[config.mk]
export PLATFORM = sky130hd
export DESIGN_NAME = n_queens_solution_enumerator
export DESIGN_NICKNAME = d
export VERILOG_FILES = /design/src/hdl/nqse_pkg.sv /design/src/hdl/nqse_ram.sv /design/src/hdl/n_queens_solution_enumerator.sv
export SDC_FILE = /design/constraint.sdc
export NUM_CORES = 1
export LEC_CHECK = 0
export BUFFER_PORTS_ARGS = -buffer_cell sky130_fd_sc_hd__buf_4
export CAP_MARGIN = 5
export CORE_UTILIZATION = 56
export CTS_BUF_LIST = sky130_fd_sc_hd__clkbuf_2 sky130_fd_sc_hd__clkbuf_4 sky130_fd_sc_hd__clkbuf_8
export DETAILED_ROUTE_END_ITERATION = 6
export HOLD_SLACK_MARGIN = 0.08
export PLACE_DENSITY_LB_ADDON = 0.12
export RECOVER_POWER = 100
export SETUP_SLACK_MARGIN = 0.15
export SYNTH_ARGS = -nofsm -noshare
export SYNTH_HDL_FRONTEND = slang
export SYNTH_SLANG_ARGS = --single-unit
[constraint.sdc]
create_clock -name clk_i -period 7.7 [get_ports clk_i]
set_input_delay 0.77 -clock clk_i [delete_from_list [all_inputs] [get_ports clk_i]]
set_output_delay 0.77 -clock clk_i [all_outputs]
set_load 0.01 [all_outputs]
[src/hdl/nqse_pkg.sv]
// ----------------------------------------------------------------------------
// nqse_pkg
// Shared constants and types for the N-queens solution enumerator.
// ----------------------------------------------------------------------------
`timescale 1ns / 1ps

package nqse_pkg;

  // width of one stored row number and of the packed placement word
  localparam int unsigned ROW_W  = 4;
  localparam int unsigned PACK_W = 64;

  // width of the board size register and its value after reset
  localparam int unsigned CFG_W       = 5;
  localparam logic [4:0]  BOARD_RESET = 5'd8;

  // status flags that go with one result word
  typedef struct packed {
    logic found;
    logic search_done;
    logic no_solution;
  } res_t;

endpackage

[src/hdl/nqse_ram.sv]
// ----------------------------------------------------------------------------
// nqse_ram
// Generic simple dual-port RAM: one write port, one read port, read data
// registered.
// ----------------------------------------------------------------------------
`timescale 1ns / 1ps

module nqse_ram #(
  parameter int unsigned WIDTH = 4,
  parameter int unsigned DEPTH = 16,
  localparam int unsigned AW   = (DEPTH > 1) ? $clog2(DEPTH) : 1
) (
  input  logic             clk_i,
  input  logic             we_i,
  input  logic [AW-1:0]    waddr_i,
  input  logic [WIDTH-1:0] wdata_i,
  input  logic [AW-1:0]    raddr_i,
  output logic [WIDTH-1:0] rdata_o
);

  logic [WIDTH-1:0] mem_q [DEPTH];
  logic [WIDTH-1:0] rdata_q;

  // write port
  always_ff @(posedge clk_i) begin
    if (we_i) begin
      mem_q[waddr_i] <= wdata_i;
    end
  end

  // registered read port
  always_ff @(posedge clk_i) begin
    rdata_q <= mem_q[raddr_i];
  end

  assign rdata_o = rdata_q;

endmodule

[src/hdl/n_queens_solution_enumerator.sv]
// ----------------------------------------------------------------------------
// n_queens_solution_enumerator
// Backtracking N-queens search, one queen per column, rows tried in
// ascending order. Each request word starts a new search or resumes the
// current one; each result word carries the next placement or a done flag.
// ----------------------------------------------------------------------------
//  channel | direction | handshake                  | payload
//  --------+-----------+----------------------------+---------------------------
//  in      | input     | in_valid_i  / in_ready_o   | restart_i
//  out     | output    | out_valid_o / out_ready_i  | found_o, rows_packed_o,
//          |           |                            | search_done_o, no_solution_o
//  cfg     | input     | cfg_valid_i / cfg_ready_o  | board_size_i
//
//  Per request: accept, then try rows one at a time, step back when a column
//  runs out of rows; each backtrack step is a step back, then the row stack
//  RAM read; then read the placement out of the row stack and load the
//  result.
//  The work is data dependent; one search sequencer does all placing,
//  rejecting and undoing on one RAM read port.
//  Reset: asynchronous, active low; board size returns to 8, no search active.
//  The row stack needs no clearing pass. A new request is taken once the
//  sequencer is idle, while a previous result may still wait at the output;
//  a stalled output holds the sequencer before it loads the next result.
// ----------------------------------------------------------------------------
`timescale 1ns / 1ps

module n_queens_solution_enumerator #(
  parameter int unsigned MAX_BOARD = 16
) (
  input  logic                        clk_i,
  input  logic                        rst_ni,
  // request channel
  input  logic                        in_valid_i,
  output logic                        in_ready_o,
  input  logic                        restart_i,
  // result channel
  output logic                        out_valid_o,
  input  logic                        out_ready_i,
  output logic                        found_o,
  output logic [nqse_pkg::PACK_W-1:0] rows_packed_o,
  output logic                        search_done_o,
  output logic                        no_solution_o,
  // configuration channel
  input  logic                        cfg_valid_i,
  output logic                        cfg_ready_o,
  input  logic [nqse_pkg::CFG_W-1:0]  board_size_i
);

  localparam int unsigned CW = $clog2(MAX_BOARD + 1);
  localparam int unsigned AW = (MAX_BOARD > 1) ? $clog2(MAX_BOARD) : 1;
  localparam int unsigned DN = 2 * MAX_BOARD;
  localparam int unsigned SW = $clog2(DN);

  localparam logic [2:0] ST_IDLE  = 3'd0;
  localparam logic [2:0] ST_TRY   = 3'd1;
  localparam logic [2:0] ST_BACK  = 3'd2;
  localparam logic [2:0] ST_BWAIT = 3'd3;
  localparam logic [2:0] ST_PACK  = 3'd4;
  localparam logic [2:0] ST_EMIT  = 3'd5;

  logic [2:0]                      state_q, state_d;
  logic [nqse_pkg::CFG_W-1:0]      board_q, board_d;
  logic [CW-1:0]                   col_q, col_d;
  logic [CW-1:0]                   row_q, row_d;
  logic [CW-1:0]                   pk_q, pk_d;
  logic                            rd_vld_q, rd_vld_d;
  logic [AW-1:0]                   rd_col_q, rd_col_d;
  logic [MAX_BOARD-1:0]            rows_taken_q, rows_taken_d;
  logic [DN-1:0]                   dg_dn_q, dg_dn_d;
  logic [DN-1:0]                   dg_up_q, dg_up_d;
  logic                            active_q, active_d;
  logic                            any_found_q, any_found_d;
  logic                            out_valid_q, out_valid_d;
  nqse_pkg::res_t                  res_q, res_d;
  logic [nqse_pkg::PACK_W-1:0]     packed_q, packed_d;
  nqse_pkg::res_t                  out_res_q;
  logic [nqse_pkg::PACK_W-1:0]     out_packed_q;

  logic [CW-1:0]                   n_eff;
  logic [CW-1:0]                   col_m1;
  logic [SW-1:0]                   try_dn_idx, try_up_idx;
  logic [SW-1:0]                   undo_dn_idx, undo_up_idx;
  logic                            busy;
  logic                            out_load;
  logic                            in_fire;
  logic                            cfg_fire;
  logic                            pk_issue;

  logic                            ram_we;
  logic [AW-1:0]                   ram_waddr, ram_raddr;
  logic [nqse_pkg::ROW_W-1:0]      ram_wdata, ram_rdata;

  // row stack, one entry per column
  nqse_ram #(
    .WIDTH (nqse_pkg::ROW_W),
    .DEPTH (MAX_BOARD)
  ) u_row_stack (
    .clk_i   (clk_i),
    .we_i    (ram_we),
    .waddr_i (ram_waddr),
    .wdata_i (ram_wdata),
    .raddr_i (ram_raddr),
    .rdata_o (ram_rdata)
  );

  // effective board size: zero acts as one, oversize clamps
  always_comb begin
    if (board_q == '0) begin
      n_eff = CW'(1);
    end else if (board_q > nqse_pkg::CFG_W'(MAX_BOARD)) begin
      n_eff = CW'(MAX_BOARD);
    end else begin
      n_eff = CW'(board_q);
    end
  end

  // handshakes
  assign in_ready_o  = (state_q == ST_IDLE);
  assign cfg_ready_o = 1'b1;
  assign in_fire     = in_valid_i & in_ready_o;
  assign cfg_fire    = cfg_valid_i & cfg_ready_o;
  assign out_load    = (state_q == ST_EMIT) && (!out_valid_q || out_ready_i);

  // diagonal indices for the row on trial and for the row being undone
  assign col_m1      = col_q - CW'(1);
  assign try_dn_idx  = SW'(col_q) + SW'(MAX_BOARD - 1) - SW'(row_q);
  assign try_up_idx  = SW'(col_q) + SW'(row_q);
  assign undo_dn_idx = SW'(col_q) + SW'(MAX_BOARD - 1) - SW'(ram_rdata);
  assign undo_up_idx = SW'(col_q) + SW'(ram_rdata);
  assign busy        = rows_taken_q[row_q[AW-1:0]] | dg_dn_q[try_dn_idx] |
                       dg_up_q[try_up_idx];
  assign pk_issue    = (pk_q < n_eff);

  // RAM ports: push on placement, pop on backtrack, sweep on readout
  assign ram_we    = (state_q == ST_TRY) && (row_q < n_eff) && !busy;
  assign ram_waddr = col_q[AW-1:0];
  assign ram_wdata = nqse_pkg::ROW_W'(row_q);
  assign ram_raddr = (state_q == ST_PACK) ? pk_q[AW-1:0] : col_m1[AW-1:0];

  // search sequencer
  always_comb begin
    state_d      = state_q;
    board_d      = board_q;
    col_d        = col_q;
    row_d        = row_q;
    pk_d         = pk_q;
    rd_vld_d     = 1'b0;
    rd_col_d     = rd_col_q;
    rows_taken_d = rows_taken_q;
    dg_dn_d      = dg_dn_q;
    dg_up_d      = dg_up_q;
    active_d     = active_q;
    any_found_d  = any_found_q;
    res_d        = res_q;
    packed_d     = packed_q;

    case (state_q)
      ST_IDLE: begin
        if (in_fire) begin
          if (restart_i) begin
            col_d        = '0;
            row_d        = '0;
            rows_taken_d = '0;
            dg_dn_d      = '0;
            dg_up_d      = '0;
            any_found_d  = 1'b0;
            active_d     = 1'b1;
            state_d      = ST_TRY;
          end else if (active_q) begin
            state_d = ST_BACK;
          end else begin
            res_d    = '{found: 1'b0, search_done: 1'b1, no_solution: !any_found_q};
            packed_d = '0;
            state_d  = ST_EMIT;
          end
        end
      end

      ST_TRY: begin
        if (row_q >= n_eff) begin
          state_d = ST_BACK;
        end else if (busy) begin
          row_d = row_q + CW'(1);
        end else begin
          rows_taken_d[row_q[AW-1:0]] = 1'b1;
          dg_dn_d[try_dn_idx]         = 1'b1;
          dg_up_d[try_up_idx]         = 1'b1;
          col_d                       = col_q + CW'(1);
          row_d                       = '0;
          if ((col_q + CW'(1)) >= n_eff) begin
            pk_d     = '0;
            packed_d = '0;
            state_d  = ST_PACK;
          end
        end
      end

      // step back one column and fetch its row, or report done at column zero
      ST_BACK: begin
        if (col_q == '0) begin
          active_d = 1'b0;
          res_d    = '{found: 1'b0, search_done: 1'b1, no_solution: !any_found_q};
          packed_d = '0;
          state_d  = ST_EMIT;
        end else begin
          col_d   = col_m1;
          state_d = ST_BWAIT;
        end
      end

      // row arrives: lift the queen, resume from the next row
      ST_BWAIT: begin
        rows_taken_d[AW'(ram_rdata)] = 1'b0;
        dg_dn_d[undo_dn_idx]         = 1'b0;
        dg_up_d[undo_up_idx]         = 1'b0;
        row_d                        = CW'(ram_rdata) + CW'(1);
        state_d                      = ST_TRY;
      end

      // read the row stack out into the packed word
      ST_PACK: begin
        if (pk_issue) begin
          rd_vld_d = 1'b1;
          rd_col_d = pk_q[AW-1:0];
          pk_d     = pk_q + CW'(1);
        end
        if (rd_vld_q) begin
          packed_d[rd_col_q * nqse_pkg::ROW_W +: nqse_pkg::ROW_W] = ram_rdata;
        end
        if (!pk_issue && !rd_vld_q) begin
          any_found_d = 1'b1;
          res_d       = '{found: 1'b1, search_done: 1'b0, no_solution: 1'b0};
          state_d     = ST_EMIT;
        end
      end

      ST_EMIT: begin
        if (out_load) begin
          state_d = ST_IDLE;
        end
      end

      default: begin
        state_d = ST_IDLE;
      end
    endcase

    // a board size write aborts any search
    if (cfg_fire) begin
      board_d      = board_size_i;
      col_d        = '0;
      rows_taken_d = '0;
      dg_dn_d      = '0;
      dg_up_d      = '0;
      active_d     = 1'b0;
      any_found_d  = 1'b0;
    end
  end

  // output register valid
  always_comb begin
    out_valid_d = out_valid_q;
    if (out_load) begin
      out_valid_d = 1'b1;
    end else if (out_ready_i) begin
      out_valid_d = 1'b0;
    end
  end

  // control state
  always_ff @(posedge clk_i or negedge rst_ni) begin
    if (!rst_ni) begin
      state_q      <= ST_IDLE;
      board_q      <= nqse_pkg::BOARD_RESET;
      col_q        <= '0;
      row_q        <= '0;
      pk_q         <= '0;
      rd_vld_q     <= 1'b0;
      rows_taken_q <= '0;
      dg_dn_q      <= '0;
      dg_up_q      <= '0;
      active_q     <= 1'b0;
      any_found_q  <= 1'b0;
      out_valid_q  <= 1'b0;
    end else begin
      state_q      <= state_d;
      board_q      <= board_d;
      col_q        <= col_d;
      row_q        <= row_d;
      pk_q         <= pk_d;
      rd_vld_q     <= rd_vld_d;
      rows_taken_q <= rows_taken_d;
      dg_dn_q      <= dg_dn_d;
      dg_up_q      <= dg_up_d;
      active_q     <= active_d;
      any_found_q  <= any_found_d;
      out_valid_q  <= out_valid_d;
    end
  end

  // payload registers
  always_ff @(posedge clk_i) begin
    rd_col_q <= rd_col_d;
    res_q    <= res_d;
    packed_q <= packed_d;
    if (out_load) begin
      out_res_q    <= res_q;
      out_packed_q <= packed_q;
    end
  end

  assign out_valid_o   = out_valid_q;
  assign found_o       = out_res_q.found;
  assign rows_packed_o = out_packed_q;
  assign search_done_o = out_res_q.search_done;
  assign no_solution_o = out_res_q.no_solution;

  // checks
  a_col_in_range: assert property (@(posedge clk_i) disable iff (!rst_ni)
    col_q <= n_eff)
    else $error("column counter beyond board size");

  a_accept_leaves_idle: assert property (@(posedge clk_i) disable iff (!rst_ni)
    in_fire |=> (state_q != ST_IDLE))
    else $error("accepted request did not start work");

  a_bwait_after_back: assert property (@(posedge clk_i) disable iff (!rst_ni)
    (state_q == ST_BWAIT) |-> ($past(state_q) == ST_BACK))
    else $error("stack pop without a preceding read");

  a_result_flags: assert property (@(posedge clk_i) disable iff (!rst_ni)
    out_valid_o |-> (found_o != search_done_o) && !(found_o && no_solution_o))
    else $error("inconsistent result flags");

  a_empty_when_done: assert property (@(posedge clk_i) disable iff (!rst_ni)
    (out_valid_o && !found_o) |-> (rows_packed_o == '0))
    else $error("placement word not clear on done result");

endmodule

==> Word level (Yosys, flattened, before mapping) <==
Memories as Yosys holds them, arrays and structs flattened. A register that Yosys moved wholly into a read port is not among the register bits.
Index checks and enable logic that the tools add are counted.
{ "totals": {"in_bits": 11, "out_inout_bits": 70, "ramBits": 64, "reg_bits": 245, "mem_count": 1, "wordCells": 222} }
{ "memory_table": {"columns": ["name", "words", "width", "rd", "rd_ports_with_merged_regs", "write_ports", "line", "rtl"], "rows": [
  ["u_row_stack.mem_q", 16, 4, 1, 1, 1, "nqse_ram.sv:21", "logic [WIDTH-1:0] mem_q [DEPTH];"]
]} }
{ "classes": {"add_sub_neg": 11, "mux": 94, "n_shift": 2, "magnitude_cmp": 17, "bitwise": 12, "reduce_logical": 38, "eq_ne": 26} }
{ "ops": {"columns": ["op", "n"], "rows": [
  ["2-to-1 mux 64 bit", 8],
  ["2-to-1 mux 32 bit", 8],
  ["case mux 64 bit (4 select lines)", 1],
  ["case mux 32 bit (3 select lines)", 2],
  ["2-to-1 mux 16 bit", 5],
  ["2-to-1 mux 5 bit", 14],
  ["AND 32 bit", 2],
  ["bitwise mux 64 bit", 1],
  ["inverter 32 bit", 2],
  ["OR 32 bit", 2],
  ["variable shift 4 x 34 -> 64 bit (first input constant)", 1],
  ["variable part select 4 x 34 -> 64 bit", 1],
  ["case mux 16 bit (3 select lines)", 1],
  ["2-to-1 mux 3 bit", 14],
  ["negation 6 -> 34 bit", 1],
  ["case mux 5 bit (3 select lines)", 2],
  ["< comparator 5 x 6 -> 1 bit (second input constant)", 4],
  ["2-to-1 mux 1 bit", 23],
  ["demux 1 bit (select 5 bit)", 4],
  ["greater-or-equal comparator 5 x 1 -> 1 bit (second input constant)", 4],
  ["case mux 3 bit (6 select lines)", 1],
  ["AND 16 bit", 1],
  ["inequality test 2 bit (second input constant)", 8],
  ["inverter 16 bit", 1],
  ["other kinds (43)", 89]
]} }

==> Longest topological paths before layout <==
{ "logic_depth": {"ltp_word": 11, "depth_mapped": 17, "depth_no_buf": 13} }

==> Cells and area by module <==
A second synthesis with hierarchy kept.
{ "hier_totals": {"hier_cells": 1468, "hier_area_um2": 16510.8} }
{ "modules_own_cells": {"columns": ["module", "area_per_inst_um2", "cells_per_inst", "seq_area_each_um2", "instances"], "rows": [
  ["n_queens_solution_enumerator", 13844.5, 1338, 6822.8, 1],
  ["nqse_ram", 2666.3, 130, 2001.9, 1]
]} }

==> Worst setup path after synthesis <==
OpenSTA, ideal clock, no wires.
{ "synth_timing": {"path_type": "register -> register", "from": "register state_q[1]", "to": "register out_res_q, in the netlist found_o (enable)", "t_required_ns": 7.125, "stages_incl_launch_ff": 6, "setup_time_ns": 0.575, "path_buffers": 4, "setup_slack_ns": 1.403, "period_less_slack_ns": 6.297, "arrival_ns": 5.722, "path_cell_list": "dfrtp_1 clkbuf_1 clkbuf_1 buf_1 clkbuf_1 nor3_1"} }
{ "synth_between": {"elab_chain_len": 2} }
{ "synth_lines": {"columns": ["element", "line", "rtl"], "rows": [
  ["start: declaration", "n_queens_solution_enumerator.sv:61", "logic [2:0] state_q, state_d;"],
  ["start signal: assignment", "n_queens_solution_enumerator.sv:286", "state_q <= state_d;"],
  ["== test 3 bit", "n_queens_solution_enumerator.sv:122", "assign out_load = (state_q == ST_EMIT) && (!out_valid_q || out_ready_i);"],
  ["logical AND 1 bit", "n_queens_solution_enumerator.sv:122", null],
  ["via out_load", "n_queens_solution_enumerator.sv:84", "logic out_load;"],
  ["end signal: assignment", "n_queens_solution_enumerator.sv:307", "out_res_q <= res_q;"],
  ["end: declaration", "n_queens_solution_enumerator.sv:76", "nqse_pkg::res_t out_res_q;"]
]} }
The timed path passes the listed nets, and every way through them passes these cells.
A chain may end at the register's enable or synchronous reset.

==> Worst setup path after layout <==
{ "layout_timing": {"from": "register col_q[0]", "to": "register packed_q[26] in the netlist's numbering (enable)"} }
{ "layout_between": {"elab_chain_len": 8, "elab_cells_between_ends": 16, "classes_between": "4 x add/sub; 1 x order compare; 3 x eq/ne; 4 x mux; 2 x bitwise; 2 x reduce/logical"} }
{ "layout_lines": {"columns": ["element", "line", "rtl"], "rows": [
  ["start: declaration", "n_queens_solution_enumerator.sv:63", "logic [CW-1:0] col_q, col_d;"],
  ["start signal: assignment", "n_queens_solution_enumerator.sv:288", "col_q <= col_d;"],
  ["adder 5 x 4 -> 5 bit", "n_queens_solution_enumerator.sv:126", "assign try_dn_idx = SW'(col_q) + SW'(MAX_BOARD - 1) - SW'(row_q);"],
  ["subtractor 5 bit", "n_queens_solution_enumerator.sv:126", null],
  ["binary-select mux 1 bit (select 5 bit)", "n_queens_solution_enumerator.sv:130", "assign busy = rows_taken_q[row_q[AW-1:0]] | dg_dn_q[try_dn_idx] |"],
  ["2-to-1 mux 1 bit (implied by the code)", "n_queens_solution_enumerator.sv:130", null],
  ["OR 1 bit (2 in series)", "n_queens_solution_enumerator.sv:130", null],
  ["inequality test 2 bit (no line)", null, null],
  ["AND reduction 9 bit (no line) (*)", null, null],
  ["end signal: assignment", "n_queens_solution_enumerator.sv:305", "packed_q <= packed_d;"],
  ["end: declaration", "n_queens_solution_enumerator.sv:75", "logic [nqse_pkg::PACK_W-1:0] packed_q, packed_d;"]
]} }
Every way passes the cells marked *; elsewhere a longest branch is shown, timed or not. The select of a mux whose other input is x is not followed.

==> run_results.csv <==
group,metric,value,unit
run_status,status,"complete, but fails checks",
run_status,violations,"max-capacitance violations, max-slew violations",
sta,final.period_utilization,82.4,%
placed_design,hpwl,25700,um
sta,hold_slack,0.418,ns
cells_and_area,area_delta_synth_final,10.2,%
worst_setup_path,worstPathArrival,6.55,ns
sta,skew,0.0229,ns
worst_setup_path,cp-start-kind,"flop",
yosys,synth_cells,1401,
clock_tree,cts_tree,"built",
clock_tree,post_cts_buffers,0,
global_routing,grt_first_pass_wirelength,62800,um
clock_tree,cts_resized,0,
sta,drv_slew,284,
clock_tree,clk_latency,0.59,ns
detailed_routing,post_drt_wl_per_cell,21.0,um
clock_tree,ctsHtreeMaxLevel,2,
global_routing,overflow,0,
cells_and_area,layout-drive-gt1-share,11.1,%
yosys,synth_area_leaders,"edfxtp_1 38%, dfrtp_1 16%, mux4_2 5.0%, mux2i_1 4.1%, nor2_1 3.7%",
die,ioPinCount,81,
pwr,seq_power_share,33.9,%
cells_and_area,design_area,17800,um^2
die,start_util,57.6,%
detailed_routing,totalWireLength,39400,um
pwr,power.share.combinational,48.1,%
pwr,powerDensity,485,nW/um^2
detailed_routing,drt_drc_violations_left,0,
die,rows,61,
placed_design,place_ws,2.24,ns
worst_setup_path,cp.required,7.90,ns
pwr,swShare,45.2,%
worst_hold_path,min_path_type,"flop to flop",
detailed_routing,antenna_left,0,
detailed_routing,drtIter0Drc,1223,
die,die_w,172,um
clock_tree,cts_sinks,313,
detailed_routing,dr.pass1.iters,5,
yosys,synth_top_area_share,37.5,%
yosys,synth-edff-count,202,
placed_design,gp_congestion,0.959,
worst_setup_path,path_delay_family,"simple AND/OR/NAND/NOR gates",
global_routing,grt_pass1_vias,11500,
pwr,ir_drop,0.282,mV
placed_design,place_area,17000,um^2
pwr,clkPwrFrac,18.0,%
die,fp.dieH,172,um
pwr,power.switching,3910,uW
worst_setup_path,cp_num_buf_inv,2,
job,cap_violations,5,
detailed_routing,vias_per_cell,6.30,
yosys,synth-seq-area-share,54.6,%
sta,maxSlewHeadroom,-142,%
global_routing,grt_max_degree,78,
yosys,yosys_warnings,0,
sta,clock.fmax,158,MHz
worst_setup_path,cp_cell_sequence,"ha_1, inv_1, fa_1, xnor2_1, mux4_2, mux2_2, o211ai_1, and4bb_1, nand2_1, o21ai_0, and3_1, clkbuf_2",
worst_setup_path,end_kind,"flop",
yosys,synth_nets,1461,
detailed_routing,via_count,11800,
pwr,internal_power,4730,uW
worst_setup_path,path_max_fanout,36,
yosys,async_reset_ff_share,34.2,%
sta,setup_slack,1.36,ns
cells_and_area,nets,1519,
clock_tree,root_buffer,"clkbuf_8",
pwr,leakage,0.00709,uW
yosys,synth-main-ff-cell,"edfxtp_1",
worst_setup_path,timing.critical_path.slowest_cell_delay,1.08,ns
clock_tree,path_clk_slew,0.06,ns
global_routing,grt_usage,27.3,%
yosys,ys_seq_elements,313,
cells_and_area,num_antenna_cells,0,
sta,rsz0062_at_grt,"no",
yosys,synth_area_leader_cell,"edfxtp_1",
cells_and_area,mostFrequentLayoutCell,"edfxtp_1",
cells_and_area,most-common-layout-cells,"202 x edfxtp_1, 158 x nor2_1, 110 x a21oi_1",
yosys,synth.avg_cell_area,11.5,um^2
clock_tree,cts_buffers,51,
placed_design,port_buffers,79,
sta,setup_viol,0,
clock_tree,cts_hold_buf,0,
sta,hold_viol,0,
global_routing,antenna_found_initial,0,
die,dieArea,29500,um^2
worst_setup_path,cp_slowest_cell,"and3_1",
pwr,finalPower,8640,uW
sta,fin_crit,6.34,ns
sta,worstMarginPinSlew,3.62,ns
sta,tns,0,ns
yosys,synth_cell_types,67,
worst_setup_path,crit_type,"flop to flop",
die,core-area,28100,um^2
yosys,netlist_area,16200,um^2
clock_tree,cts_buffer_depth,3,
-- flip-flops by register name, indices dropped and copies added (netlist names), 16 cells and up --
register	cells
packed_q	64
rows_packed_o	64
u_row_stack.mem_q	64
dg_dn_q	32
dg_up_q	32
rows_taken_q	16
-- synthesized netlist by cell type, types with 5 or more instances --
master and n:
and3_1 19, a32oi_1 13, o211ai_1 65, a211oi_1 10
buf_6 5, buf_2 15, mux2_2 6, ha_1 45
or3_1 7, xnor2_1 15, nor2_1 159, edfxtp_1 202
inv_1 28, dfrtp_1 106, nor2b_1 19, or2_2 5
nor4_1 8, nor3_1 73, nand2_1 50, xor2_1 11
o22a_1 47, nand3_1 59, nand4_1 7, a21oi_1 110
mux2i_1 66, buf_1 10, o21ai_0 22, nand2b_1 18
a21o_1 12, and2_1 11, mux4_2 36, a31oi_1 24
clkbuf_1 62
-- path summary, 6_finish.rpt --
path | endpoint | from | cells past startpoint | slack, ns
worst max register to register | packed_q[26] | col_q[0] | 12 | 1.36
min in group asynchronous | dg_dn_q[6] | rst_ni | 1 | 1.03
worst min register to register | search_done_o | res_q[1] | 0 | 0.42
worst min-delay path | search_done_o | res_q[1] | 0 | 0.42
max in group asynchronous | rows_taken_q[10] | rst_ni | 2 | 2.36
worst max-delay path | packed_q[26] | col_q[0] | 12 | 1.36
-- cells by family (layout without fill, tap and decap cells) --
logic type,count (synthesis),after routing,share of synthesized area [%]
flip-flops,313,313,54.6
XOR/XNOR,27,27,1.51
AND/OR/NAND/NOR,449,449,13.3
buffers and inverters,122,222,3.20
other,1,1,0.0232
multiplexers,108,108,9.52
adder cells (fa/ha/maj),49,49,3.98
AO/OA/AOI/OAI,332,332,13.8
-- area by class of cell --
| type | count | area (um^2) |
|---|---|---|
| Fill cell | 2304 | 10300 |
| Sequential cell | 313 | 8830 |
| Multi-Input combinational cell | 966 | 6820 |
| Clock buffer | 76 | 977 |
| Tap cell | 378 | 473 |
| Timing Repair Buffer | 98 | 449 |
| Clock inverter | 19 | 158 |
| Inverter | 29 | 109 |
-- power by group through the flow --
stage	registers [uW]	logic, uW	clock network (uW)
after floorplan	2870	2970	0
after global placement	2920	4170	0
after detailed placement	2930	4200	0
after CTS	2900	4230	1580
after global routing	2980	4510	1660
final	2930	4160	1560
-- metal layers --
| metal | global-route usage [%] | up-vias | share of wire (%) |
|---|---|---|---|
| met5 | 0 | - | 0 |
| met4 | 11.5 | 0 | 3.3 |
| met3 | 3.94 | 95 | 6.7 |
| met2 | 42.6 | 510 | 47 |
| met1 | 38.3 | 5781 | 43 |
| li1 | - | 5446 | - |
-- through the flow --
stage | instances | utilization [%]
5_1_grt | 1879 | 63.4
6_report | 1879 | 63.4
3_5_place_dp | 1784 | 60.6
2_1_floorplan | 1401 | -
3_3_place_gp | 1784 | 60.6
4_1_cts | 1879 | 64.6
(Power assumes the default switching activity.)
